**src/rtl/frtw_div_cell.sv**
```systemverilog
`timescale 1ns / 1ps

module frtw_div_cell #(
  parameter int DW = 16,
  parameter int QW = 31,
  parameter int SW = 1
) (
  input  logic          clk,
  input  logic          rst,
  input  logic          in_valid,
  input  logic [DW-1:0] in_rem,
  input  logic [QW-1:0] in_sh,
  input  logic [DW-1:0] in_d,
  input  logic [SW-1:0] in_side,
  output logic          out_valid,
  output logic [DW-1:0] out_rem,
  output logic [QW-1:0] out_sh,
  output logic [DW-1:0] out_d,
  output logic [SW-1:0] out_side
);

  // sh holds the dividend bits still to come at the top and the quotient
  // bits found so far at the bottom
  logic [DW:0] t;
  logic [DW:0] diff;
  logic        ge;

  always_comb begin
    t    = {in_rem, in_sh[QW-1]};
    ge   = (t >= {1'b0, in_d});
    diff = t - {1'b0, in_d};
  end

  always_ff @(posedge clk) begin
    if (rst) begin
      out_valid <= 1'b0;
    end else begin
      out_valid <= in_valid;
    end
    out_rem  <= ge ? diff[DW-1:0] : t[DW-1:0];
    out_sh   <= {in_sh[QW-2:0], ge};
    out_d    <= in_d;
    out_side <= in_side;
  end

endmodule

```
**config.mk**
```make
export PLATFORM = sky130hd
export DESIGN_NAME = frtw_div_cell
export DESIGN_NICKNAME = d
export VERILOG_FILES = /design/src/rtl/frtw_div_cell.sv
export SDC_FILE = /design/constraint.sdc
export NUM_CORES = 1
export LEC_CHECK = 0
export ABC_AREA = 1
export BUFFER_PORTS_ARGS = -buffer_cell sky130_fd_sc_hd__buf_4
export CORE_ASPECT_RATIO = 1.2
export CORE_UTILIZATION = 32
export CTS_BUF_LIST = sky130_fd_sc_hd__clkbuf_8
export DETAILED_ROUTE_END_ITERATION = 8
export GPL_ROUTABILITY_DRIVEN = 0
export PLACE_DENSITY_LB_ADDON = 0.15
export SETUP_SLACK_MARGIN = 0.3
export SLEW_MARGIN = 20
export SYNTH_ARGS = -nofsm -noshare
export SYNTH_HDL_FRONTEND = slang
export SYNTH_SLANG_ARGS = --single-unit
```
**constraint.sdc**
```tcl
create_clock -name clk -period 2.2 [get_ports clk]
set_clock_uncertainty 0.1 [all_clocks]
set_input_delay 0.55 -clock clk [delete_from_list [all_inputs] [get_ports clk]]
set_output_delay 0.55 -clock clk [all_outputs]
set_load 0.03 [all_outputs]
```
==> reports/results.txt, run 1 <==
Pwr dens -> 762 nW/um^2
Critical path class -> primary input to flop
Fin Hold WS -> 0.207 ns
Drt via density -> 4.37
Post-Syn Nets -> 420
Relative slew slack -> 84.6%
Ports -> 132
Row cnt -> 35
Root Buffer -> clkbuf_8
Yosys cell types -> 22
Vias in the first global route -> 2339
Synth Instances -> 336
CTS Buffer Depth -> 2
Leakage -> 0.00238 uW
Final net count -> 586
Die Wd -> 84.7 um
GRT Residual Overflow -> 0
Worst Hold Class -> primary input to flop
DR WL met2 -> 3490 um
MaxCap Viol Count -> 0
Highest Signal Layer -> met4
First-pass GRT wire length -> 10400 um
CTS tree -> built
ANT nets after route -> 0
Hold Path Depth -> 1
Tmin final -> 1.85 ns
TritonCTS buffer count -> 9
Reg clk slew, reported paths -> 0.07 ns
Status -> complete, but fails checks
Worst Hold Launch -> in_sh[11]
Fin util -> 57.2%
Req. time, crit path -> 2.33 ns
Fraction of layout cells with a size suffix above 1 -> 46.7%
Die ar. -> 8580 um^2
Met1 WL -> 2750 um
Syn_area_per_cell -> 7.82 um^2
Worst Setup Start Kind -> primary input
1st-pass router iterations -> 8
Post-route DRC -> 18
Clk sinks -> 65
Register area share after synthesis -> 49.5%
Worst-Margin Slew -> 0.230 ns
H-tree levels -> 3
Area leader, netlist -> dfxtp_1
Ys Warns -> 0
Sequential Area -> 1300 um^2
Starting DRC count in detailed routing -> 93
Vias -> 2619
Failing checks -> DRC
Initial antenna violation count -> 0
Post-CTS Hold Fix Bufs -> 0
Fmax -> 540 MHz
Starting Density -> 33.5%
Final-report max-slew violation count -> 0
Multi-input gate area -> 1390 um^2
Fillcell total -> 727
RSZ-0062 raised after global routing -> true
Final hold violations -> 0
Period Utilization, post-route -> 84.2%
Largest net degree at the start of global routing -> 20
Worst slack at placement -> -0.126 ns
Routed Wire Length -> 7030 um
Synth top area share -> 49.5%
Routed wl met3 -> 632 um
Layout area overhead -> 70.6%
Total GRT Usage -> 15.8%
Crit path DAT -> 1.99 ns
Most area-consuming cells after synthesis -> dfxtp_1 (50%), nand2_1 (17%), inv_1 (8.7%)
Async S/R FF share, synth -> 0%
Vert. Die Dim -> 101 um
Hold endpoint -> out_sh[12]$_DFF_P_
Commonest cells post-synth -> nand2_1 (120), dfxtp_1 (65), inv_1 (61)
Netlist Area Pre-Place -> 2630 um^2
VDD IR max -> 0.000320 V
Final worst setup slack -> 0.348 ns
Ys flop type -> dfxtp_1
Ant diodes -> 0
Crit end category -> flop
Most frequent cell after synthesis -> nand2_1
WL per Instance -> 11.7 um
Final Setup Violations -> 0
Hpwl dp -> 5290 um
Post-synth EDFFs -> 0
Total core area -> 7840 um^2
Yosys reg bits -> 65
Crit-path max FO -> 7
Port Buffers -> 131
-- per-layer routing --
layer | global-route usage (%) | vias to the layer above
li1 | - | 1346
met1 | 16.8 | 1143
met2 | 27.8 | 114
met3 | 5.70 | 16
met4 | 7.56 | 0
met5 | 0 | -
-- flip-flops by register name, summed over array words and instances, names as in the netlist --
name,cells
out_sh,31
out_side,1
out_rem,16
out_d,16
out_valid,1
-- power breakdown --
part	internal [uW]	switching, uW	leakage, uW
sequential	1280	25.5	0.000548
clock	637	459	0.000107
combinational	446	566	0.00172
total	2370	1050	0.00238
-- final cells by class --
| class | instances | area share [%] |
|---|---|---|
| inverter | 61 | 5.19 |
| sequential | 65 | 29.0 |
| timing repair buffer | 158 | 27.4 |
| clock buffer | 9 | 2.76 |
| tap | 92 | 2.57 |
| clock inverter | 7 | 2.15 |
| multi-input combinational | 207 | 30.9 |
-- worst max-delay path by stage --
stage / endpoint / slack (ns) / startpoint / cells after the start
final: out_rem[4]$_DFF_P_ / 0.35 / in_rem[10] / 13
after global routing: out_rem[12]$_DFF_P_ / 0.27 / in_sh[30] / 10
after CTS: out_rem[9]$_DFF_P_ / 0.33 / in_d[7] / 12
after detailed placement: out_rem[4]$_DFF_P_ / -0.13 / in_d[7] / 14
after global placement: out_rem[11]$_DFF_P_ / -0.09 / in_d[7] / 14
after floorplan: out_rem[12]$_DFF_P_ / 0.31 / in_d[9] / 12
-- critical path, cell delays in order --
cell and delay (ns):
buf_4 0.13, ha_4 0.30, nand2_4 0.05, inv_2 0.05
buf_6 0.09, nand2_4 0.04, nor3_4 0.18, nand2_4 0.07
nand2_4 0.09, clkinvlp_4 0.13, clkbuf_16 0.19, nand2_1 0.06
nand2_1 0.05
-- cells in the final DEF, fill, tap and decap left out, drive strengths merged --
cell,count
nand3,19
nand4,4
nor3,2
nand3b,2
inv,61
xor2,5
o21bai,1
buf,157
xnor2,1
fa,1
clkbuf,10
nand2,122
ha,16
dfxtp,65
and2,2
o21ai,2
clkinv,2
a21oi,9
or2,1
clkinvlp,3
bufinv,2
nor2,20
-- what timing repair did --
item	4_1_cts	5_1_grt
cloned	0	1
pin swaps	0	18
hold endpoints to repair	0	0
endpoints found under the setup margin	14	16
resized for setup	1	54
setup buffers	1	3
-- kinds of logic after synthesis --
group                    count (synthesis)  share of synthesized area (%)
AND/OR/NAND/NOR                        172                           27.4
flip-flops                              65                           49.5
buffers and inverters                   64                           10.3
adder cells (fa/ha/maj)                 17                           8.38
AO/OA/AOI/OAI                           12                           2.38
XOR/XNOR                                 6                           2.00
-- stage by stage --
step / power [uW] / setup TNS, ns / cell area, um^2 / std cells
floorplan: 1870 / 0 / 2780 / 336
global placement: 2250 / -1.12 / 4000 / 578
detailed placement: 2260 / -1.57 / 4000 / 578
CTS: 3380 / 0 / 4240 / 595
global route: 3600 / 0 / 4480 / 599
finish: 3420 / 0 / 4480 / 599
No activity file was read; power rests on OpenSTA's default activity.
==> run 2: changes to the inputs <==
- clock period: 2.2 -> 1.9 ns (I/O delays scaled with it)
==> reports/results.txt, run 2 (same netlist as run 1, synthesis figures left out) <==
Ports -> 132 (unchanged)
Final net count -> 610 (+4.1%)
Fin Setup TNS -> 0 ns (unchanged)
Die Wd -> 84.7 um (unchanged)
MaxCap Viol Count -> 0 (unchanged)
Cell internal pwr -> 2960 uW (+25%)
Fraction of layout cells with a size suffix above 1 -> 59.1% (+12 points)
Comb pwr share -> 30.6% (+1.0 points)
Post-route DRC -> 16 (-2)
Hold endpoint -> out_d[10]$_DFF_P_
Starting DRC count in detailed routing -> 111 (+19%)
Row cnt -> 35 (unchanged)
CTS Buffer Depth -> 2 (unchanged)
Design Power -> 4270 uW (+25%)
Fin util -> 62.5% (+5.3 points)
Worst slack at placement -> -0.164 ns (-0.0378 ns)
Relative slew slack -> 86.3% (+1.6 points)
Final-report max-slew violation count -> 0 (unchanged)
GRT Residual Overflow -> 0 (unchanged)
Post-CTS Hold Fix Bufs -> 0 (unchanged)
Final worst setup slack -> 0.253 ns (-0.0940 ns)
Initial antenna violation count -> 0 (unchanged)
H-tree levels -> 3 (unchanged)
Layout area overhead -> 86.4%
Most common cell after layout, fill and taps aside -> buf_4
Root Buffer -> clkbuf_8
Worst Hold Launch -> in_d[10]
Largest regs -> out_sh (31), out_d (16), out_rem (16)
Fin cells -> 623 (+4.0%)
Largest stage delay, worst path -> 0.29 ns (about the same)
Final Setup Violations -> 0 (unchanged)
Period Utilization, post-route -> 86.7%
TritonCTS buffer count -> 9 (unchanged)
VDD IR max -> 0.000425 V (+33%)
WL per Instance -> 12.3 um (+4.7%)
Total GRT Usage -> 17.4% (+1.6 points)
Critical path class -> primary input to flop
Req. time, crit path -> 2.04 ns (-0.29 ns)
ANT nets after route -> 0 (unchanged)
Crit-path max FO -> 8 (+1)
Tmin final -> 1.65 ns
Vias -> 2736 (+4.5%)
Crit end category -> flop
Seq pwr share -> 35.5% (-2.8 points)
Commonest cells after routing, fill and taps aside -> buf_4 (166), nand2_1 (69), dfxtp_1 (65)
Clk pwr share -> 33.9% (+1.8 points)
Crit path DAT -> 1.79 ns (-0.20 ns)
Starting Density -> 33.5% (unchanged)
Status -> complete, but fails checks
Worst setup startpoint -> in_d[4]
Switching share of total power -> 30.7% (-0.038 points)
Ant diodes -> 0 (unchanged)
CP max stage cell -> ha_4
Drt via density -> 4.39 (+0.44%)
Critical path, cell by cell -> buf_12 -> inv_12 -> ha_4 -> nand2_1 -> nor2_2 -> nand2_2 -> nor2_4 -> nor2_4 -> nand2_4 -> inv_4 -> buf_12 -> nand2_2 -> nand2_1
Reg clk slew, reported paths -> 0.08 ns (about the same)
Fmax -> 607 MHz
Total core area -> 7840 um^2 (unchanged)
Max reg flops -> 31 (unchanged)
Failing checks -> DRC
CTS tree -> built
Vert. Die Dim -> 101 um (unchanged)
Leakage -> 0.00253 uW (+6.4%)
Worst-Margin Slew -> 0.206 ns (-0.0234 ns)
Pwr dens -> 871 nW/um^2 (+14%)
Worst Setup Start Kind -> primary input
Hold Path Depth -> 1 (unchanged)
RSZ-0062 raised after global routing -> true
Final hold violations -> 0 (unchanged)
Biggest register -> out_sh
NetSw -> 1310 uW (+25%)
Worst Hold Class -> primary input to flop
Hpwl dp -> 5670 um (+7.1%)
1st-pass router iterations -> 6 (-2)
Port Buffers -> 131 (unchanged)
Vias in the first global route -> 2609 (+12%)
Placed Instances -> 592 (+2.4%)
Die ar. -> 8580 um^2 (unchanged)
Routed Wire Length -> 7660 um (+8.9%)
First-pass GRT wire length -> 11500 um (+11%)
Largest net degree at the start of global routing -> 13 (-35%)
Clk sinks -> 65 (unchanged)
run 2: cell count changes in the layout (fill, tap and decap cells not counted), moves of 7 or more:
| cell | previous run | this run |
|---|---|---|
| nand2_2 | 16 | 46 |
| inv_4 | 0 | 7 |
| nand2_1 | 100 | 69 |
| buf_4 | 154 | 166 |
| inv_1 | 52 | 39 |
| buf_6 | 1 | 12 |
run 2: what timing repair did:
action	4_1_cts	5_1_grt
endpoints found under the setup margin	16	17
buffers inserted	10	4
cloned	1	0
pin swaps	30	50
resized for setup	48	73
run 2: how the worst max path moves through the flow:
stage | slack (ns) | cells after the start | endpoint
floorplan | 0.11 | 14 | out_rem[12]$_DFF_P_
global placement | -0.17 | 12 | out_rem[1]$_DFF_P_
detailed placement | -0.16 | 12 | out_rem[1]$_DFF_P_
CTS | 0.26 | 13 | out_rem[13]$_DFF_P_
global route | 0.20 | 15 | out_rem[15]$_DFF_P_
finish | 0.25 | 13 | out_rem[13]$_DFF_P_
run 2: per-layer routing:
metal | vias to the layer above | GRT usage, % | part of all wire (%)
li1 | 1391 | - | -
met1 | 1214 | 18.6 | 38
met2 | 119 | 31.1 | 51
met3 | 12 | 5.54 | 9.0
met4 | 0 | 8.34 | 2.1
met5 | - | 0 | 0
run 2: power by group through the flow:
stage | clock network [uW] | logic, uW | registers, uW
2_1_floorplan | 0 | 407 | 1800
4_1_cts | 1490 | 1220 | 1520
3_5_place_dp | 0 | 1140 | 1550
6_report | 1450 | 1310 | 1520
3_3_place_gp | 0 | 1130 | 1550
5_1_grt | 1550 | 1400 | 1530
run 2: stage by stage:
stage	hold WS [ns]	cell area (um^2)
after floorplan	0.403	2870
after global placement	0.480	4190
after detailed placement	0.481	4190
after CTS	0.106	4640
after global routing	0.106	4900
final	0.123	4900
run 2: final cells by class:
type / count / area [um^2]
fillers: 669 / 2940
multi-input cells: 207 / 1530
flip-flops and latches: 65 / 1300
clock inverters: 7 / 118
well taps: 92 / 115
clock buffers: 9 / 124
inverters: 61 / 259
repair buffers: 182 / 1450
run 2: critical path, delay by kind of cell:
kind,cells,cell delay (ns)
buffers and inverters,4,0.31
and+or+nand+nor,8,0.70
adders and majority gates,1,0.29
