## src/rtl/frtw_pkg.sv

```systemverilog
`timescale 1ns / 1ps

package frtw_pkg;

  // field and register widths
  localparam int XW = 12;
  localparam int OW = 32;
  localparam int RW = 16;

  // register indexes
  localparam logic REG_FOCAL = 1'b0;
  localparam logic REG_SCALE = 1'b1;

  localparam logic [RW-1:0] FOCAL_RESET = 16'd9216;
  localparam logic [RW-1:0] SCALE_RESET = 16'd4096;

  // square root: 56-bit radicand, 28 result bits, one bit per cell
  localparam int SQ_N  = 28;
  localparam int SQ_VW = 56;
  localparam int SQ_MW = 30;

  // long division chains: divisor width and quotient bits (one per cell)
  localparam int TH_DW = 16;
  localparam int TH_QW = 31;
  localparam int TA_DW = 31;
  localparam int TA_QW = 33;
  localparam int RA_DW = 31;
  localparam int RA_QW = 45;

  // CORDIC datapath width
  localparam int CDW = 34;

  localparam logic [TH_QW-1:0] THETA_LIMIT = 31'h6400_0000;

  // stage 0, sqrt, theta, tangent, ratio and four multiply/format stages
  localparam int FIXED_LAT = 1 + SQ_N + TH_QW + TA_QW + RA_QW + 4;

  localparam logic [31:0] ATAN_Q30 [32] = '{
    32'h3243F6A8, 32'h1DAC6705, 32'h0FADBAFC, 32'h07F56EA6, 32'h03FEAB76, 32'h01FFD55B,
    32'h00FFFAAA, 32'h007FFF55, 32'h003FFFEA, 32'h001FFFFD, 32'h000FFFFF, 32'h0007FFFF,
    32'h0003FFFF, 32'h0001FFFF, 32'h0000FFFF, 32'h00007FFF, 32'h00003FFF, 32'h00001FFF,
    32'h00000FFF, 32'h000007FF, 32'h000003FF, 32'h000001FF, 32'h000000FF, 32'h0000007F,
    32'h0000003F, 32'h0000001F, 32'h0000000F, 32'h00000007, 32'h00000003, 32'h00000001,
    32'h00000000, 32'h00000000
  };

  typedef struct packed {
    logic signed [XW-1:0] x;
    logic signed [XW-1:0] y;
    logic                 nz;
  } pt_t;

  typedef struct packed {
    pt_t  pt;
    logic sat;
  } pts_t;

  typedef struct packed {
    pt_t              pt;
    logic             sat;
    logic [TH_QW-1:0] theta;
  } ptt_t;

  function automatic int frtw_latency(input int cordic_stages);
    return FIXED_LAT + cordic_stages;
  endfunction

endpackage

```

## src/rtl/frtw_sqrt_cell.sv

```systemverilog
`timescale 1ns / 1ps

module frtw_sqrt_cell #(
  parameter int SW = 1
) (
  input  logic                      clk,
  input  logic                      rst,
  input  logic                      in_valid,
  input  logic [frtw_pkg::SQ_VW-1:0] in_sh,
  input  logic [frtw_pkg::SQ_MW-1:0] in_rem,
  input  logic [frtw_pkg::SQ_N-1:0]  in_root,
  input  logic [SW-1:0]             in_side,
  output logic                      out_valid,
  output logic [frtw_pkg::SQ_VW-1:0] out_sh,
  output logic [frtw_pkg::SQ_MW-1:0] out_rem,
  output logic [frtw_pkg::SQ_N-1:0]  out_root,
  output logic [SW-1:0]             out_side
);
  import frtw_pkg::*;

  logic [SQ_MW+1:0] t;
  logic [SQ_MW+1:0] trial;
  logic [SQ_MW+1:0] diff;
  logic             ge;

  always_comb begin
    t     = {in_rem, in_sh[SQ_VW-1 -: 2]};
    trial = {2'b00, in_root, 2'b01};
    ge    = (t >= trial);
    diff  = t - trial;
  end

  always_ff @(posedge clk) begin
    if (rst) begin
      out_valid <= 1'b0;
    end else begin
      out_valid <= in_valid;
    end
    out_sh   <= {in_sh[SQ_VW-3:0], 2'b00};
    out_rem  <= ge ? diff[SQ_MW-1:0] : t[SQ_MW-1:0];
    out_root <= {in_root[SQ_N-2:0], ge};
    out_side <= in_side;
  end

endmodule

```

## config.mk

```make
export PLATFORM = sky130hd
export DESIGN_NAME = frtw_sqrt_cell
export DESIGN_NICKNAME = d
export VERILOG_FILES = /design/src/rtl/frtw_pkg.sv /design/src/rtl/frtw_sqrt_cell.sv
export SDC_FILE = /design/constraint.sdc
export NUM_CORES = 1
export LEC_CHECK = 0
export BUFFER_PORTS_ARGS = -buffer_cell sky130_fd_sc_hd__buf_2
export CAP_MARGIN = 20
export CORE_ASPECT_RATIO = 0.75
export CORE_MARGIN = 2
export CORE_UTILIZATION = 40
export DETAILED_ROUTE_END_ITERATION = 8
export GPL_ROUTABILITY_DRIVEN = 1
export PLACE_DENSITY = 0.83
export SETUP_SLACK_MARGIN = 0.05
export SLEW_MARGIN = 20
export SYNTH_ARGS = -nofsm -noshare
export SYNTH_HDL_FRONTEND = slang
export SYNTH_SLANG_ARGS = --single-unit
export TNS_END_PERCENT = 5
```

## constraint.sdc

```tcl
create_clock -name clk -period 2.7 [get_ports clk]
set_clock_uncertainty 0.05 [all_clocks]
set_input_delay 0 -clock clk [delete_from_list [all_inputs] [get_ports clk]]
set_output_delay 0 -clock clk [all_outputs]
set_load 0.02 [all_outputs]
```

==> results of run 1 <==
[stage by stage]
step	cell area (um2)	setup WS (ns)
floorplan	4660	0.811
global placement	5930	0.372
detailed placement	5930	0.353
CTS	7720	0.192
global route	7750	0.00244
finish	7750	0.124
[cell type report]
| class | instances | area share |
|---|---|---|
| multi-input combinational | 316 | 0.273 |
| sequential | 114 | 0.294 |
| inverter | 44 | 0.0213 |
| clock inverter | 15 | 0.0284 |
| clock buffer | 17 | 0.0549 |
| timing repair buffer | 353 | 0.304 |
| tap | 144 | 0.0232 |
[cells by family (layout without fill, tap and decap cells)]
| logic type | after synthesis | after routing | share of synthesized area |
|---|---|---|---|
| fa+ha+maj | 30 | 30 | 0.0806 |
| compound gates | 130 | 130 | 0.190 |
| mux | 1 | 1 | 0.00215 |
| buf+inv | 60 | 429 | 0.0575 |
| xor+xnor | 21 | 21 | 0.0395 |
| flops | 114 | 114 | 0.490 |
| simple gates | 132 | 132 | 0.139 |
| other cells | 1 | 2 | 0.000805 |
[cells in the mapped netlist (2+ instances only)]
master and count:
dfxtp_1 114, nor3b_1 3, a21o_1 9, and2_1 5
nor4b_1 2, o21ai_1 7, nand2b_1 3, buf_4 3
o21ai_0 16, xor2_1 9, buf_6 3, nor2b_1 4
and4_1 3, xnor2_1 12, nand4_1 4, a31oi_1 2
a2111oi_0 2, nor2_1 39, nand3b_1 2, a211oi_2 3
or3_1 4, a21oi_1 45, inv_1 43, nand2_1 33
and3_1 5, o211ai_1 5, o221ai_1 2, a21boi_0 4
a211oi_1 3, nor3_1 14, a21oi_2 4, ha_1 30
o31ai_1 4, clkbuf_1 3, o21a_1 5, nand3_1 7
buf_2 7
[routing by layer]
layer | share of wire | wire length (um)
met1 | 0.41 | 6410
met2 | 0.48 | 7480
met3 | 0.075 | 1160
met4 | 0.027 | 416
met5 | 0 | 0
[state kept, by name, summed over array words and instances, names as in the netlist]
name and flops:
out_rem 30, out_root 28, out_sh 54, out_side 1
out_valid 1
[worst max-delay path: cells and delay by family]
| kind | cells | cell delay (ns) |
|---|---|---|
| simple gates | 3 | 0.55 |
| buf+inv | 4 | 1.17 |
| compound gates | 3 | 0.73 |
| fa+ha+maj | 1 | 0.39 |
[repair_timing]
item,in CTS,in global routing
setup endpoints to repair,0,19
setup buffers,0,3
endpoints found under the hold margin,113,0
hold buffers,114,0
gates resized for setup,0,1
[power by group through the flow]
stage	registers (mW)	logic, mW	clock network, mW
floorplan	2.21	0.542	0
global placement	1.95	1.18	0
detailed placement	1.95	1.20	0
CTS	1.92	1.34	2.49
global route	1.94	1.48	2.59
finish	1.92	1.37	2.46
[worst paths after layout]
kind / endpoint / from / cells after the start / slack (ns)
setup / recovery: out_rem[10] / in_rem[3] / 11 / 0.12
hold / removal: out_rem[29] / in_root[27] / 6 / 0.15
==> results.toml, run 1 <==
[layout]
final_nets = 994
drive_gt1_frac = 0.335
fin_util = 0.675
fillers = 903
final-seq-area_um2 = 2280
area_growth_pct = 66.4
stdcell_count = 1003
final_cell_mix = "buf_2 (231), dlygate4sd3_1 (114), dfxtp_1 (114)"
multi_input_area_um2 = 2120
n_antenna_cell = 0
mostFrequentLayoutCell = "buf_2"

[power_and_ir_drop]
p_leak_nw = 3.76
power_mw = 5.76
peakVddDrop_mv = 0.419
power_frac_comb = 0.239
seqPwrFrac = 0.334
power.switching_mw = 1.74
intPower_mw = 4.02
p_per_area_nw_per_um2 = 743
p_clk_frac = 0.427
p_sw_frac = 0.302

[job]
cap_violations = 0

[logic_synthesis]
syn_area_um2 = 4660
syn_inst = 489
synth_cell_type_count = 63
async_flop_share = 0
synth_edf_count = 0
synth-seq-area-share = 0.490
synth_ff_type = "dfxtp_1"
syn_area_per_cell_um2 = 9.53
synthTopCellsByArea = "dfxtp_1 (49%), ha_1 (8.1%), a21oi_1 (4.8%)"
synth_warnings = 0
synth.top_cell.area_share = 0.490
ys_ff_latch = 114
yosys.area.top_type = "dfxtp_1"

[route]
viasPerCell = 4.98
drc = 0
drt_iter0_drc = 236
wirelength_um = 15500
vias = 4994
ant_nets = 0
drt-pass1-iter-count = 5
wl_per_cell_um = 15.4

[floorplan]
io_pins = 234
die_x_um = 129
rows = 34
initial_utilization = 0.406
core-area_um2 = 11500
dieArea_um2 = 12500
die_h_um = 97.5

[timing]
fin_crit_ns = 2.58
slew_viol_final = 0
tightest_slew_ns = 0.529
hold_slack_ns = 0.148
final_hold_viol_count = 0
max_clock_freq_mhz = 388
fin_crit_sh = 0.954
setup_tns_ns = 0
setup_viol = 0
rsz0062_at_grt = "yes"
worst_slew_margin_rel = 0.642

[global_route]
grt_start_max_net_pins = 17
use_met1 = 0.286
antenna_found_initial = 0
grt_pass1_wl_um = 23700
overflow = 0
grt_pass1_vias = 4937
grt_use_met3 = 0.0749
use_met2 = 0.410
top_usage_layer = "met2"
grt_usage = 0.244

[placed_design]
dp_hpwl_um = 9980
dp.cells = 854
port_buffers = 231
place.gp.congestion = 0.898

[status]
status = "finished, final reports clean"

[setup_path]
critPathLaunchType = "input pin"
crit_type = "in2reg"
crit_chain = "dlygate4sd3_1 > buf_2 > ha_1 > and4_1 > nand4_1 > o311ai_1 > o21ai_4 > inv_2 > buf_4 > nor2_1 > a21oi_1"
cp_max_fo = 13
arrival_ns = 2.86
required_ns = 2.98
cp_slowest_stage_delay_ns = 0.55
end_kind = "flop"
slowest_stage = "dlygate4sd3_1"

[clock_network]
cts_root_buffer = "clkbuf_16"
cts_tree = "done"
cts_sinks = 114
path_clk_slew_ns = 0.06
numCtsBuffers = 17
ctsLongestPathBuffers = 2
h-tree-depth = 4

[min_path]
hp-class = "in2reg"
(Power assumes the default switching activity.)
==> run 2: changes to the inputs <==
- SETUP_SLACK_MARGIN: 0.05 -> 0.5
==> results.toml, run 2 (synthesized netlist as in run 1, its figures left out) <==
[layout]
final_cell_mix = "buf_2 (231), dfxtp_1 (114), dlygate4sd3_1 (112)"
final_nets = 991
stdcell_count = 1001
mostFrequentLayoutCell = "buf_2"
fillers = 892
largest_register = "out_sh"
largest_reg_flops = 54
top_regs = "out_sh x54, out_rem x30, out_root x28"
drive_gt1_frac = 0.336
area_growth_pct = 66.0

[route]
drc = 0
met2_length_um = 7500
wl_per_cell_um = 15.4
drt_iter0_drc = 250
viasPerCell = 4.98
drt-pass1-iter-count = 4
ant_nets = 0
routed.top_layer = "met4"
wl_met3_um = 1190
wirelength_um = 15500
detail_route.wirelength.met1_um = 6320
vias = 4987

[clock_network]
h-tree-depth = 4
ctsLongestPathBuffers = 2
cts_hold_buf = 112
cts_root_buffer = "clkbuf_16"
numCtsBuffers = 17
cts_tree = "done"
path_clk_slew_ns = 0.06
cts_sinks = 114

[global_route]
grt_pass1_vias = 4865
grt_pass1_wl_um = 23800
overflow = 0
antenna_found_initial = 1
grt_usage = 0.245
grt_start_max_net_pins = 17

[setup_path]
slowest_stage = "dlygate4sd3_1"
crit_type = "in2reg"
cp_max_fo = 6
cp_slowest_stage_delay_ns = 0.51
arrival_ns = 2.43
crit_chain = "dlygate4sd3_1 > buf_2 > inv_1 > ha_1 > and3_1 > and2_1 > a22oi_1 > nand4b_1 > nand3_1 > a2111oi_2 > nor3_2"
end_kind = "flop"
critPathLaunchType = "input pin"
required_ns = 2.94

[timing]
setup_viol = 0
max_clock_freq_mhz = 456
fin_crit_sh = 0.811
setup_tns_ns = 0
final_hold_viol_count = 2
fin_crit_ns = 2.19
setup_ws_ns = 0.509
hold_slack_ns = -0.204
rsz0062_at_grt = "yes"
slew_viol_final = 0
tightest_slew_ns = 0.505
worst_slew_margin_rel = 0.663

[min_path]
hp-class = "in2reg"

[floorplan]
rows = 34
io_pins = 234
core-area_um2 = 11500
dieArea_um2 = 12500
die_x_um = 129
initial_utilization = 0.406
die_h_um = 97.5

[placed_design]
dp.cells = 854
place.gp.congestion = 0.898
dpl_worst_slack_ns = 0.353
dp_hpwl_um = 9980
port_buffers = 231

[power_and_ir_drop]
p_leak_nw = 3.75
p_clk_frac = 0.427
power_mw = 5.76
intPower_mw = 4.01
power_frac_comb = 0.239
p_sw_frac = 0.303
seqPwrFrac = 0.334
p_per_area_nw_per_um2 = 745
power.switching_mw = 1.75
peakVddDrop_mv = 0.418

[status]
status = "complete, but fails checks"
violations = "hold timing"

[job]
cap_violations = 0
-- run 2: layer usage --
layer	GRT usage	vias up
met5	0	-
met4	0.108	0
met3	0.0854	47
met2	0.410	227
met1	0.283	2295
li1	-	2418
-- run 2: final cells by class --
type / count / area [um2] / area share
clock inverters: 15 / 220 / 0.0285
multi-input cells: 316 / 2130 / 0.275
repair buffers: 350 / 2330 / 0.301
inverters: 44 / 168 / 0.0217
well taps: 144 / 180 / 0.0233
flip-flops and latches: 114 / 2280 / 0.295
diodes: 1 / 2.50 / 0.000324
clock buffers: 17 / 425 / 0.0550
-- run 2: path summary, 6_finish.rpt --
| check | start | endpoint | slack (ns) | cells past startpoint |
|---|---|---|---|---|
| worst max-delay path | in_root[8] | out_rem[25] | 0.51 | 11 |
| worst min-delay path | in_sh[54] | out_rem[0] | -0.20 | 2 |
-- run 2: what timing repair did --
item / in CTS / in global routing
hold endpoints to repair: 113 / 2
setup buffers: 0 / 2
setup endpoints to repair: 0 / 23
gates resized for setup: 0 / 5
-- run 2: worst max-delay path, delay by kind of cell --
family                   cells  cell delay [ns]
AO/OA/AOI/OAI                2             0.53
adder cells (fa/ha/maj)      1             0.38
AND/OR/NAND/NOR              5             0.84
buffers and inverters        3             0.68
-- run 2: power groups by stage --
stage | combinational, mW | clock, mW | sequential, mW
2_1_floorplan | 0.542 | 0 | 2.21
6_report | 1.38 | 2.46 | 1.93
4_1_cts | 1.34 | 2.49 | 1.92
5_1_grt | 1.48 | 2.60 | 1.94
3_3_place_gp | 1.18 | 0 | 1.95
3_5_place_dp | 1.20 | 0 | 1.95
-- run 2: through the flow --
| step | utilization | instance area (um2) |
|---|---|---|
| after global placement | 0.517 | 5930 |
| after detailed placement | 0.517 | 5930 |
| after CTS | 0.670 | 7700 |
| final | 0.673 | 7730 |
| after global routing | 0.673 | 7730 |
| after floorplan | - | 4660 |
