==> src/rtl/frtw_pkg.sv <==
`timescale 1ns / 1ps

package frtw_pkg;

  // field and register widths
  localparam int XW = 12;
  localparam int OW = 32;
  localparam int RW = 16;

  // register indexes
  localparam logic REG_FOCAL = 1'b0;
  localparam logic REG_SCALE = 1'b1;

  localparam logic [RW-1:0] FOCAL_RESET = 16'd9216;
  localparam logic [RW-1:0] SCALE_RESET = 16'd4096;

  // square root: 56-bit radicand, 28 result bits, one bit per cell
  localparam int SQ_N  = 28;
  localparam int SQ_VW = 56;
  localparam int SQ_MW = 30;

  // long division chains: divisor width and quotient bits (one per cell)
  localparam int TH_DW = 16;
  localparam int TH_QW = 31;
  localparam int TA_DW = 31;
  localparam int TA_QW = 33;
  localparam int RA_DW = 31;
  localparam int RA_QW = 45;

  // CORDIC datapath width
  localparam int CDW = 34;

  localparam logic [TH_QW-1:0] THETA_LIMIT = 31'h6400_0000;

  // stage 0, sqrt, theta, tangent, ratio and four multiply/format stages
  localparam int FIXED_LAT = 1 + SQ_N + TH_QW + TA_QW + RA_QW + 4;

  localparam logic [31:0] ATAN_Q30 [32] = '{
    32'h3243F6A8, 32'h1DAC6705, 32'h0FADBAFC, 32'h07F56EA6, 32'h03FEAB76, 32'h01FFD55B,
    32'h00FFFAAA, 32'h007FFF55, 32'h003FFFEA, 32'h001FFFFD, 32'h000FFFFF, 32'h0007FFFF,
    32'h0003FFFF, 32'h0001FFFF, 32'h0000FFFF, 32'h00007FFF, 32'h00003FFF, 32'h00001FFF,
    32'h00000FFF, 32'h000007FF, 32'h000003FF, 32'h000001FF, 32'h000000FF, 32'h0000007F,
    32'h0000003F, 32'h0000001F, 32'h0000000F, 32'h00000007, 32'h00000003, 32'h00000001,
    32'h00000000, 32'h00000000
  };

  typedef struct packed {
    logic signed [XW-1:0] x;
    logic signed [XW-1:0] y;
    logic                 nz;
  } pt_t;

  typedef struct packed {
    pt_t  pt;
    logic sat;
  } pts_t;

  typedef struct packed {
    pt_t              pt;
    logic             sat;
    logic [TH_QW-1:0] theta;
  } ptt_t;

  function automatic int frtw_latency(input int cordic_stages);
    return FIXED_LAT + cordic_stages;
  endfunction

endpackage

==> src/rtl/frtw_cordic_cell.sv <==
`timescale 1ns / 1ps

module frtw_cordic_cell #(
  parameter int STAGE = 0,
  parameter int SW    = 1
) (
  input  logic                             clk,
  input  logic                             rst,
  input  logic                             in_valid,
  input  logic signed [frtw_pkg::CDW-1:0]  in_cx,
  input  logic signed [frtw_pkg::CDW-1:0]  in_sy,
  input  logic signed [frtw_pkg::CDW-1:0]  in_z,
  input  logic [SW-1:0]                    in_side,
  output logic                             out_valid,
  output logic signed [frtw_pkg::CDW-1:0]  out_cx,
  output logic signed [frtw_pkg::CDW-1:0]  out_sy,
  output logic signed [frtw_pkg::CDW-1:0]  out_z,
  output logic [SW-1:0]                    out_side
);
  import frtw_pkg::*;

  localparam logic signed [CDW-1:0] ANG = signed'({2'b00, ATAN_Q30[STAGE]});

  logic signed [CDW-1:0] dx;
  logic signed [CDW-1:0] dy;

  always_comb begin
    dx = in_sy >>> STAGE;
    dy = in_cx >>> STAGE;
  end

  always_ff @(posedge clk) begin
    if (rst) begin
      out_valid <= 1'b0;
    end else begin
      out_valid <= in_valid;
    end
    if (!in_z[CDW-1]) begin
      out_cx <= in_cx - dx;
      out_sy <= in_sy + dy;
      out_z  <= in_z - ANG;
    end else begin
      out_cx <= in_cx + dx;
      out_sy <= in_sy - dy;
      out_z  <= in_z + ANG;
    end
    out_side <= in_side;
  end

endmodule

==> config.mk <==
export PLATFORM = sky130hd
export DESIGN_NAME = frtw_cordic_cell
export DESIGN_NICKNAME = d
export VERILOG_FILES = /design/src/rtl/frtw_pkg.sv /design/src/rtl/frtw_cordic_cell.sv
export SDC_FILE = /design/constraint.sdc
export NUM_CORES = 1
export LEC_CHECK = 0
export BUFFER_PORTS_ARGS = -buffer_cell sky130_fd_sc_hd__buf_4
export CAP_MARGIN = 0
export CELL_PAD_IN_SITES_DETAIL_PLACEMENT = 1
export CELL_PAD_IN_SITES_GLOBAL_PLACEMENT = 2
export CORE_AREA = 5 5 174 176
export DETAILED_ROUTE_END_ITERATION = 10
export DIE_AREA = 0 0 179 181
export PLACE_DENSITY = 0.92
export SYNTH_ARGS = -nofsm -noshare
export SYNTH_HDL_FRONTEND = slang
export SYNTH_SLANG_ARGS = --single-unit
==> constraint.sdc <==
create_clock -name clk -period 5.1 [get_ports clk]
set_input_delay 0.51 -clock clk [delete_from_list [all_inputs] [get_ports clk]]
set_output_delay 0.51 -clock clk [all_outputs]
set_load 0.01 [all_outputs]
==> results_dict.tcl, run 1 <==
set metrics [dict create \
    grt_overflow 0 \
    gp_congestion 0.854 \
    leakage_nw 5.35 \
    maxSlewViolCount 0 \
    fmax_mhz 266 \
    first_pass_iters 5 \
    ant_nets 0 \
    die_area_um2 32400 \
    nets 1548 \
    hp-start "in_z[1]" \
    critical_path_required_ns 5.39 \
    drt-initial-drc-count 469 \
    grt_pass1_wl_um 49200 \
    ir_worst_vdd_v 0.000140 \
    cts_tree "done" \
    rows 62 \
    worst_pin_slew_ns 0.778 \
    critPathBufInv 2 \
    async_flop_share_pct 0 \
    dp_hpwl_um 26100 \
    finalCriticalPeriod_ns 3.75 \
    syn-instance-count 1128 \
    tns_ns 0 \
    cp_max_fo 25 \
    instances_no_fill 1699 \
    maxCapViolCount 0 \
    core_region_area_um2 28500 \
    cts-resized-gates 0 \
    wire_per_inst_um 18.6 \
    drc 0 \
    p_per_area_nw_per_um2 285 \
    cts.path.max_buffers 2 \
    hold_violations 0 \
    h-tree-depth 3 \
    yosysWarnings 0 \
    syn_to_final_growth_pct 24.5 \
    dieHeight_um 181 \
    grt_pass1_vias 9227 \
    die_x_um 179 \
    ys.flop_type "dfxtp_1" \
    status "finished, final reports clean" \
    drive_above_1_share_pct 18.6 \
    io_pins 210 \
    postCtsSetupBuffers 0 \
    clk_pin_slew_ns 0.08 \
    vias_per_cell 5.19 \
    numCtsBuffers 9 \
    rsz0062_at_grt "no" \
    period_share_pct 73.6 \
    slowest_delay_ns 0.50 \
    relSlewSlack_pct 48.2 \
    io_buffers 209 \
    cts-root-buf "clkbuf_16" \
    synth_fp_nets 1367 \
    crit_chain "buf_4 -> inv_2 -> ha_1 -> a21oi_1 -> o211ai_1 -> a221oi_1 -> a31oi_1 -> a221oi_1 -> o21ai_1 -> a31oi_1 -> o21ai_0 -> a21oi_1 -> xnor2_1" \
    dr_total_vias 8811 \
    synthDistinctLibCells 73 \
    crit_path_start_kind "input port" \
    hold_path_end "out_z[1]$_DFF_P_" \
    synth.avg_cell_area_um2 7.99 \
    clock_sinks 103 \
    yosysSeqAreaShare_pct 22.9 \
    grt_max_degree 70 \
    antenna_found_initial 1 \
    synth_edf_count 0 \
    worstPathArrival_ns 4.04 \
    start_util_pct 31.6 \
    hold_path.class "in2reg" \
    synth_seq_cells 103 \
    endpoint_kind "flip-flop" \
    netlist_area_um2 9010 \
    drt-total-wl_um 31600 \
    crit_type "in2reg" \
    hold_depth 1 \
    cts_hold_buf 0 \
    crit_slowest_cell "a221oi_1" \
    place_inst 1682 \
    critPathTopFamily "compound AO/OA/AOI/OAI gates" \
    grt_usage_pct 18.8 \
    setup_viol 0 \
]
[cells in the final DEF, fill, tap and decap left out, drive strengths merged, types with 14 or more instances in the layout]
cell type / synthesis / final
o21ai: 76 / 76
dfxtp: 103 / 103
mux2i: 22 / 22
nand2: 54 / 54
nor2b: 17 / 17
a211oi: 16 / 16
ha: 129 / 129
buf: 15 / 213
o31ai: 14 / 14
xor2: 15 / 15
o21bai: 26 / 26
o21a: 15 / 15
a21oi: 133 / 133
xnor2: 76 / 76
nor3: 21 / 21
nor2: 86 / 86
inv: 102 / 104
a21o: 44 / 44
[flip-flops by register name, indices dropped and copies added, names as in the netlist]
signal,count
out_z,34
out_sy,33
out_valid,1
out_side,1
out_cx,34
[how the worst max path moves through the flow]
stage / from / to / slack [ns] / cells past startpoint
5_1_grt: in_z[33] / out_z[32]$_DFF_P_ / 1.06 / 13
4_1_cts: in_z[33] / out_z[32]$_DFF_P_ / 1.44 / 13
3_5_place_dp: in_z[33] / out_z[32]$_DFF_P_ / 1.06 / 13
2_1_floorplan: in_z[33] / out_z[32]$_DFF_P_ / 1.29 / 14
6_report: in_z[33] / out_z[32]$_DFF_P_ / 1.35 / 13
3_3_place_gp: in_z[33] / out_z[32]$_DFF_P_ / 1.07 / 13
[layout make-up]
cell class                 count  area [um^2]
multi-input combinational    877         6360
clock inverter                 6         77.6
sequential                   103         2060
fill                        3504        17300
inverter                     105          394
timing repair buffer         213         1600
tap                          384          480
clock buffer                  10          239
antenna                        1         2.50
[cells in the mapped netlist (3+ instances only)]
library cell,number,area share (%)
o21a_1,15,1.3
a31oi_1,8,0.56
and2_1,3,0.21
buf_1,4,0.17
nand2b_1,13,0.90
a211o_1,5,0.49
nor2_1,85,3.5
fa_1,4,0.89
o21bai_1,26,2.2
a21oi_1,133,7.4
nor3_1,21,1.2
nand2_1,54,2.2
o31ai_1,14,1.2
o221ai_1,4,0.39
or3_1,9,0.62
o21ai_0,72,4.0
a221oi_1,7,0.68
a21o_1,44,3.7
dfxtp_1,103,23
xor2_1,15,1.5
clkbuf_1,28,1.2
nor2b_1,17,1.2
nand4_1,7,0.49
a211oi_1,14,1.2
buf_2,8,0.44
and3_1,4,0.28
inv_1,100,4.2
mux2i_1,22,2.4
o32ai_1,3,0.29
ha_1,129,18
or4_1,4,0.33
o211ai_1,7,0.58
o21ai_1,4,0.22
clkinv_1,3,0.12
o22ai_1,4,0.28
xnor2_1,76,7.4
nand3_1,11,0.61
a21boi_0,3,0.25
[where the power goes]
group / internal, mW / leakage, nW / total, mW / switching [mW]
sequential: 0.989 / 0.869 / 1.05 / 0.0595
clock: 0.404 / 0.153 / 0.755 / 0.352
combinational: 0.623 / 4.33 / 1.39 / 0.766
[stage by stage]
stage	worst slack (ns)	area (um^2)	power (mW)	utilization, %	hold slack (ns)
after floorplan	1.29	9010	1.84	-	0.538
after global placement	1.07	10900	2.43	38.3	0.614
after detailed placement	1.06	10900	2.46	38.3	0.615
after CTS	1.44	11200	3.23	39.4	0.231
after global routing	1.06	11200	3.39	39.4	0.232
final	1.35	11200	3.19	39.4	0.251
[cells by family (layout without fill, tap and decap cells)]
| logic type | after synthesis | count (layout) | share of synthesized area (%) |
|---|---|---|---|
| AOI/OAI and AO/OA | 386 | 386 | 27.3 |
| xor gates and xnor gates | 91 | 91 | 8.85 |
| adders and majority gates | 133 | 133 | 18.8 |
| buffers and inverters | 148 | 334 | 6.49 |
| DFF | 103 | 103 | 22.9 |
| muxes | 22 | 22 | 2.44 |
| other | 0 | 1 | 0 |
| and+or+nand+nor | 245 | 245 | 13.2 |
[routing by layer]
layer	vias to the layer above	global-route usage, %	part of all wire (%)
met5	-	0	0
met4	0	6.14	2.5
met3	35	2.70	5.9
met2	243	33.1	49
met1	4210	23.5	43
li1	4323	-	-
No activity file was read; power rests on OpenSTA's default activity.
==> inputs of run 2 (changes only) <==
clock period = 3.75 ns   (was 5.1 ns; I/O delays follow)
==> run 2 against run 1 <==
  * Count of clock-buffer cells in the layout decreased by 1
  * Via count increased by 0.41%
  * Cell count increased by 1.1%
  * Sequential power increased by 36%
  * Clock power increased by 27%
  * Core utilization increased by 0.39 points
  * Worst hold slack got worse by 0.14 ns
  * Worst setup slack got worse by 0.83 ns
  * Cell area increased by 0.99%
  * Die area unchanged
  * Global-route usage increased by 0.28 points
==> results_dict.tcl, run 2 (synthesized netlist as in run 1, its figures left out) <==
set metrics [dict create \
    drive_above_1_share_pct 19.8 \
    most-common-layout-cells "buf_4 (232), a21oi_1 (133), ha_1 (129)" \
    period_share_pct 86.3 \
    fmax_mhz 309 \
    grt_usage_pct 19.1 \
    place_ws_ns 0.177 \
    status "finished, final reports clean" \
    drt-total-wl_um 31800 \
    grt_pass1_wl_um 50000 \
    maxSlewViolCount 0 \
    crit_chain "buf_4 -> inv_1 -> ha_1 -> a21o_1 -> o21ai_0 -> a211oi_1 -> or3_1 -> a221oi_2 -> o221ai_1 -> and3_1 -> o32ai_1 -> xnor2_1" \
    grt_overflow 0 \
    rows 62 \
    syn_to_final_growth_pct 25.8 \
    cts_tree "done" \
    cp_max_fo 10 \
    clk_pin_slew_ns 0.08 \
    worst_pin_slew_ns 0.555 \
    drc 0 \
    ant_nets 0 \
    wire_per_inst_um 18.5 \
    wl_met1_um 13600 \
    nets 1567 \
    diodes 0 \
    crit_type "in2reg" \
    cp_num_cells 12 \
    maxCapViolCount 0 \
    dr_total_vias 8847 \
    crit_path_start_kind "input port" \
    gp_congestion 0.889 \
    ir_worst_vdd_v 0.000187 \
    final_common_cell "buf_4" \
    clock_sinks 103 \
    dieHeight_um 181 \
    crit_slowest_cell "or3_1" \
    met2_length_um 15900 \
    endpoint_kind "flip-flop" \
    antenna_found_initial 0 \
    slowest_delay_ns 0.48 \
    io_pins 210 \
    setup_slack_ns 0.514 \
    p_per_area_nw_per_um2 380 \
    start_util_pct 31.6 \
    critical_path_required_ns 4.03 \
    die_area_um2 32400 \
    cts-resized-gates 0 \
    dp_hpwl_um 26500 \
    worstPathArrival_ns 3.51 \
    met3_length_um 1920 \
    first_pass_iters 4 \
    die_x_um 179 \
    critPathBufInv 2 \
    io_buffers 209 \
    vias_per_cell 5.15 \
    tns_ns 0 \
    total_power_mw 4.30 \
    finalInstanceArea_um2 11300 \
    hold_depth 1 \
    grt_pass1_vias 9431 \
    relSlewSlack_pct 62.8 \
    cts_hold_buf 0 \
    leakage_nw 5.43 \
    critPathTopFamily "compound AO/OA/AOI/OAI gates" \
    finalCriticalPeriod_ns 3.24 \
    core_region_area_um2 28500 \
    h-tree-depth 3 \
    setup_viol 0 \
    largestRegisters "out_cx: 34 flops, out_z: 34 flops, out_sy: 33 flops" \
    rsz0062_at_grt "no" \
    cts.path.max_buffers 2 \
    numCtsBuffers 9 \
    hold_path.class "in2reg" \
    hold_violations 0 \
    topRoutingLayerUsed "met4" \
    cts-root-buf "clkbuf_16" \
    place_area_um2 11000 \
    drt-initial-drc-count 417 \
    fillers 3526 \
    grt_max_degree 45 \
    postCtsSetupBuffers 0 \
]
run 2: changes by cell type in the layout (fill, tap and decap cells not counted), sizes merged:
cell / previous run / this run
diode: 1 / 0
clkbuf: 10 / 9
clkinvlp: 1 / 0
inv: 104 / 107
buf: 213 / 232
bufinv: 1 / 0
run 2: where the power goes:
group          total, mW  switching, mW  internal [mW]  leakage [nW]
combinational       1.92           1.05          0.871          4.42
sequential          1.43         0.0801           1.34         0.869
clock              0.958          0.489          0.469         0.145
run 2: metal layers:
layer  track usage, %  up-vias
li1                 -     4347
met1             23.6     4236
met2             34.5      241
met3             3.07       23
met4             4.45        0
met5                0        -
run 2: worst paths after layout:
| kind | startpoint | end |
|---|---|---|
| setup / recovery | in_cx[4] | out_sy[30]$_DFF_P_ |
| hold / removal | in_z[1] | out_z[1]$_DFF_P_ |
run 2: through the flow:
stage | util [%] | hold WS [ns] | cells
4_1_cts | 39.8 | 0.0914 | 1717
3_3_place_gp | 38.8 | 0.480 | 1701
3_5_place_dp | 38.8 | 0.481 | 1701
6_report | 39.8 | 0.114 | 1717
5_1_grt | 39.8 | 0.0951 | 1717
2_1_floorplan | - | 0.403 | 1128
run 2: cell type report:
cell class | instances | area [um^2] | area share (%)
Timing Repair Buffer | 232 | 1740 | 15.4
Tap cell | 384 | 480 | 4.24
Clock inverter | 7 | 62.6 | 0.552
Multi-Input combinational cell | 877 | 6360 | 56.2
Inverter | 105 | 394 | 3.48
Clock buffer | 9 | 225 | 1.99
Sequential cell | 103 | 2060 | 18.2
==> inputs of run 3 (changes only) <==
CTS_BUF_LIST = sky130_fd_sc_hd__clkbuf_8   (was unset)
==> run 3 against run 2 <==
  * Die area stayed put
  * Non-clock buffer count is the same
  * Wire length is essentially flat
  * First-iteration DRC count stayed put
  * Count of clock-buffer cells in the layout unchanged
  * Cell count unchanged
  * Worst setup slack gained 0.047 ns
  * Core utilization down 0.36 points
==> results_dict.tcl, run 3 (synthesized netlist as in run 1, its figures left out) <==
set metrics [dict create \
    most-common-layout-cells "buf_4 (232), a21oi_1 (133), ha_1 (129)" \
    first_pass_iters 5 \
    clk_pin_slew_ns 0.11 \
    rsz0062_at_grt "no" \
    syn_to_final_growth_pct 24.6 \
    grt_max_degree 45 \
    cts-resized-gates 0 \
    largestRegisters "out_cx: 34 flops, out_z: 34 flops, out_sy: 33 flops" \
    gp_congestion 0.889 \
    h-tree-depth 3 \
    seqPwrFrac_pct 35.0 \
    period_share_pct 85.0 \
    place_area_um2 11000 \
    wire_per_inst_um 18.5 \
    cts-root-buf "clkbuf_8" \
    nets 1567 \
    crit_type "in2reg" \
    status "finished, final reports clean" \
    antenna_found_initial 0 \
    hold_path_end "out_z[1]$_DFF_P_" \
    cts_hold_buf 0 \
    cp_max_fo 10 \
    p_per_area_nw_per_um2 362 \
    tns_ns 0 \
    setup_viol 0 \
    cts.path.max_buffers 2 \
    postCtsSetupBuffers 0 \
    grt_pass1_vias 9445 \
    worstPathArrival_ns 3.51 \
    drive_above_1_share_pct 19.8 \
    wl_met1_um 13600 \
    comb_power_share_pct 47.2 \
    hp-start "in_z[1]" \
    hold_violations 0 \
    grt_pass1_wl_um 49900 \
    cts_tree "done" \
    drt-total-wl_um 31800 \
    final_common_cell "buf_4" \
    relSlewSlack_pct 61.7 \
    rows 62 \
    finalInstanceArea_um2 11200 \
    leakage_nw 5.39 \
    numCtsBuffers 9 \
    die_area_um2 32400 \
    swShare_pct 39.2 \
    core_region_area_um2 28500 \
    intPower_mw 2.47 \
    maxCapViolCount 0 \
    met3_length_um 1980 \
    start_util_pct 31.6 \
    topRoutingLayerUsed "met4" \
    dieHeight_um 181 \
    diodes 0 \
    drc 0 \
    grt_overflow 0 \
    fmax_mhz 314 \
    vias_per_cell 5.17 \
    ant_nets 0 \
    critical_path_required_ns 4.08 \
    instances_no_fill 1717 \
    endpoint_kind "flip-flop" \
    hold_depth 1 \
    crit_path_start_kind "input port" \
    grt_usage_pct 19.1 \
    clock_sinks 103 \
    clock_power_share_pct 17.8 \
    dp_hpwl_um 26500 \
    finalCriticalPeriod_ns 3.19 \
    dr_total_vias 8870 \
    maxSlewViolCount 0 \
    fillers 3544 \
    drt-initial-drc-count 417 \
    worst_pin_slew_ns 0.571 \
    io_pins 210 \
    power.switching_mw 1.59 \
    hold_path.class "in2reg" \
    io_buffers 209 \
    met2_length_um 15600 \
    die_x_um 179 \
    place_inst 1701 \
    ir_worst_vdd_v 0.000186 \
]
==> run 3: critical path, cell delays in order <==
cell      delay (ns)
buf_4           0.10
inv_1           0.04
ha_1            0.43
nand2_1         0.17
a21oi_1         0.07
o21ai_0         0.36
a211oi_1        0.19
or3_1           0.48
a221oi_2        0.33
o221ai_1        0.24
and3_1          0.24
o32ai_1         0.31
xnor2_1         0.17
==> run 3: final cells by class <==
| cell class | count | area, um^2 | share of cell area [%] |
|---|---|---|---|
| Sequential cell | 103 | 2060 | 18.4 |
| Multi-Input combinational cell | 877 | 6360 | 56.7 |
| Tap cell | 384 | 480 | 4.28 |
| Clock inverter | 7 | 62.6 | 0.557 |
| Clock buffer | 9 | 124 | 1.10 |
| Inverter | 105 | 394 | 3.51 |
| Timing Repair Buffer | 232 | 1740 | 15.5 |
==> run 3: per-stage QoR <==
stage | worst slack [ns] | power (mW) | util, % | hold WS [ns]
6_report | 0.561 | 4.07 | 39.4 | 0.0650
2_1_floorplan | 0.0782 | 2.50 | - | 0.403
4_1_cts | 0.594 | 4.13 | 39.4 | 0.0343
3_3_place_gp | 0.233 | 3.34 | 38.8 | 0.480
3_5_place_dp | 0.177 | 3.38 | 38.8 | 0.481
5_1_grt | 0.378 | 4.34 | 39.4 | 0.0401
==> run 3: metal layers <==
layer	track usage, %	up-vias
met3	3.07	32
met5	0	-
li1	-	4344
met4	5.00	0
met2	34.2	232
met1	23.6	4262
==> run 3: how the worst max path moves through the flow <==
stage,from,to,slack [ns],cells after the start
3_3_place_gp,in_cx[4],out_sy[30]$_DFF_P_,0.23,12
3_5_place_dp,in_cx[4],out_sy[30]$_DFF_P_,0.18,12
2_1_floorplan,in_z[33],out_z[32]$_DFF_P_,0.08,14
5_1_grt,in_z[33],out_z[32]$_DFF_P_,0.38,13
4_1_cts,in_cx[4],out_sy[30]$_DFF_P_,0.59,12
6_report,in_cx[4],out_sy[30]$_DFF_P_,0.56,13
==> run 3: power groups by stage <==
stage	registers, mW	clock network, mW	logic [mW]
2_1_floorplan	1.57	0	0.936
3_3_place_gp	1.45	0	1.89
3_5_place_dp	1.45	0	1.92
4_1_cts	1.43	0.765	1.93
5_1_grt	1.45	0.795	2.10
6_report	1.42	0.725	1.92
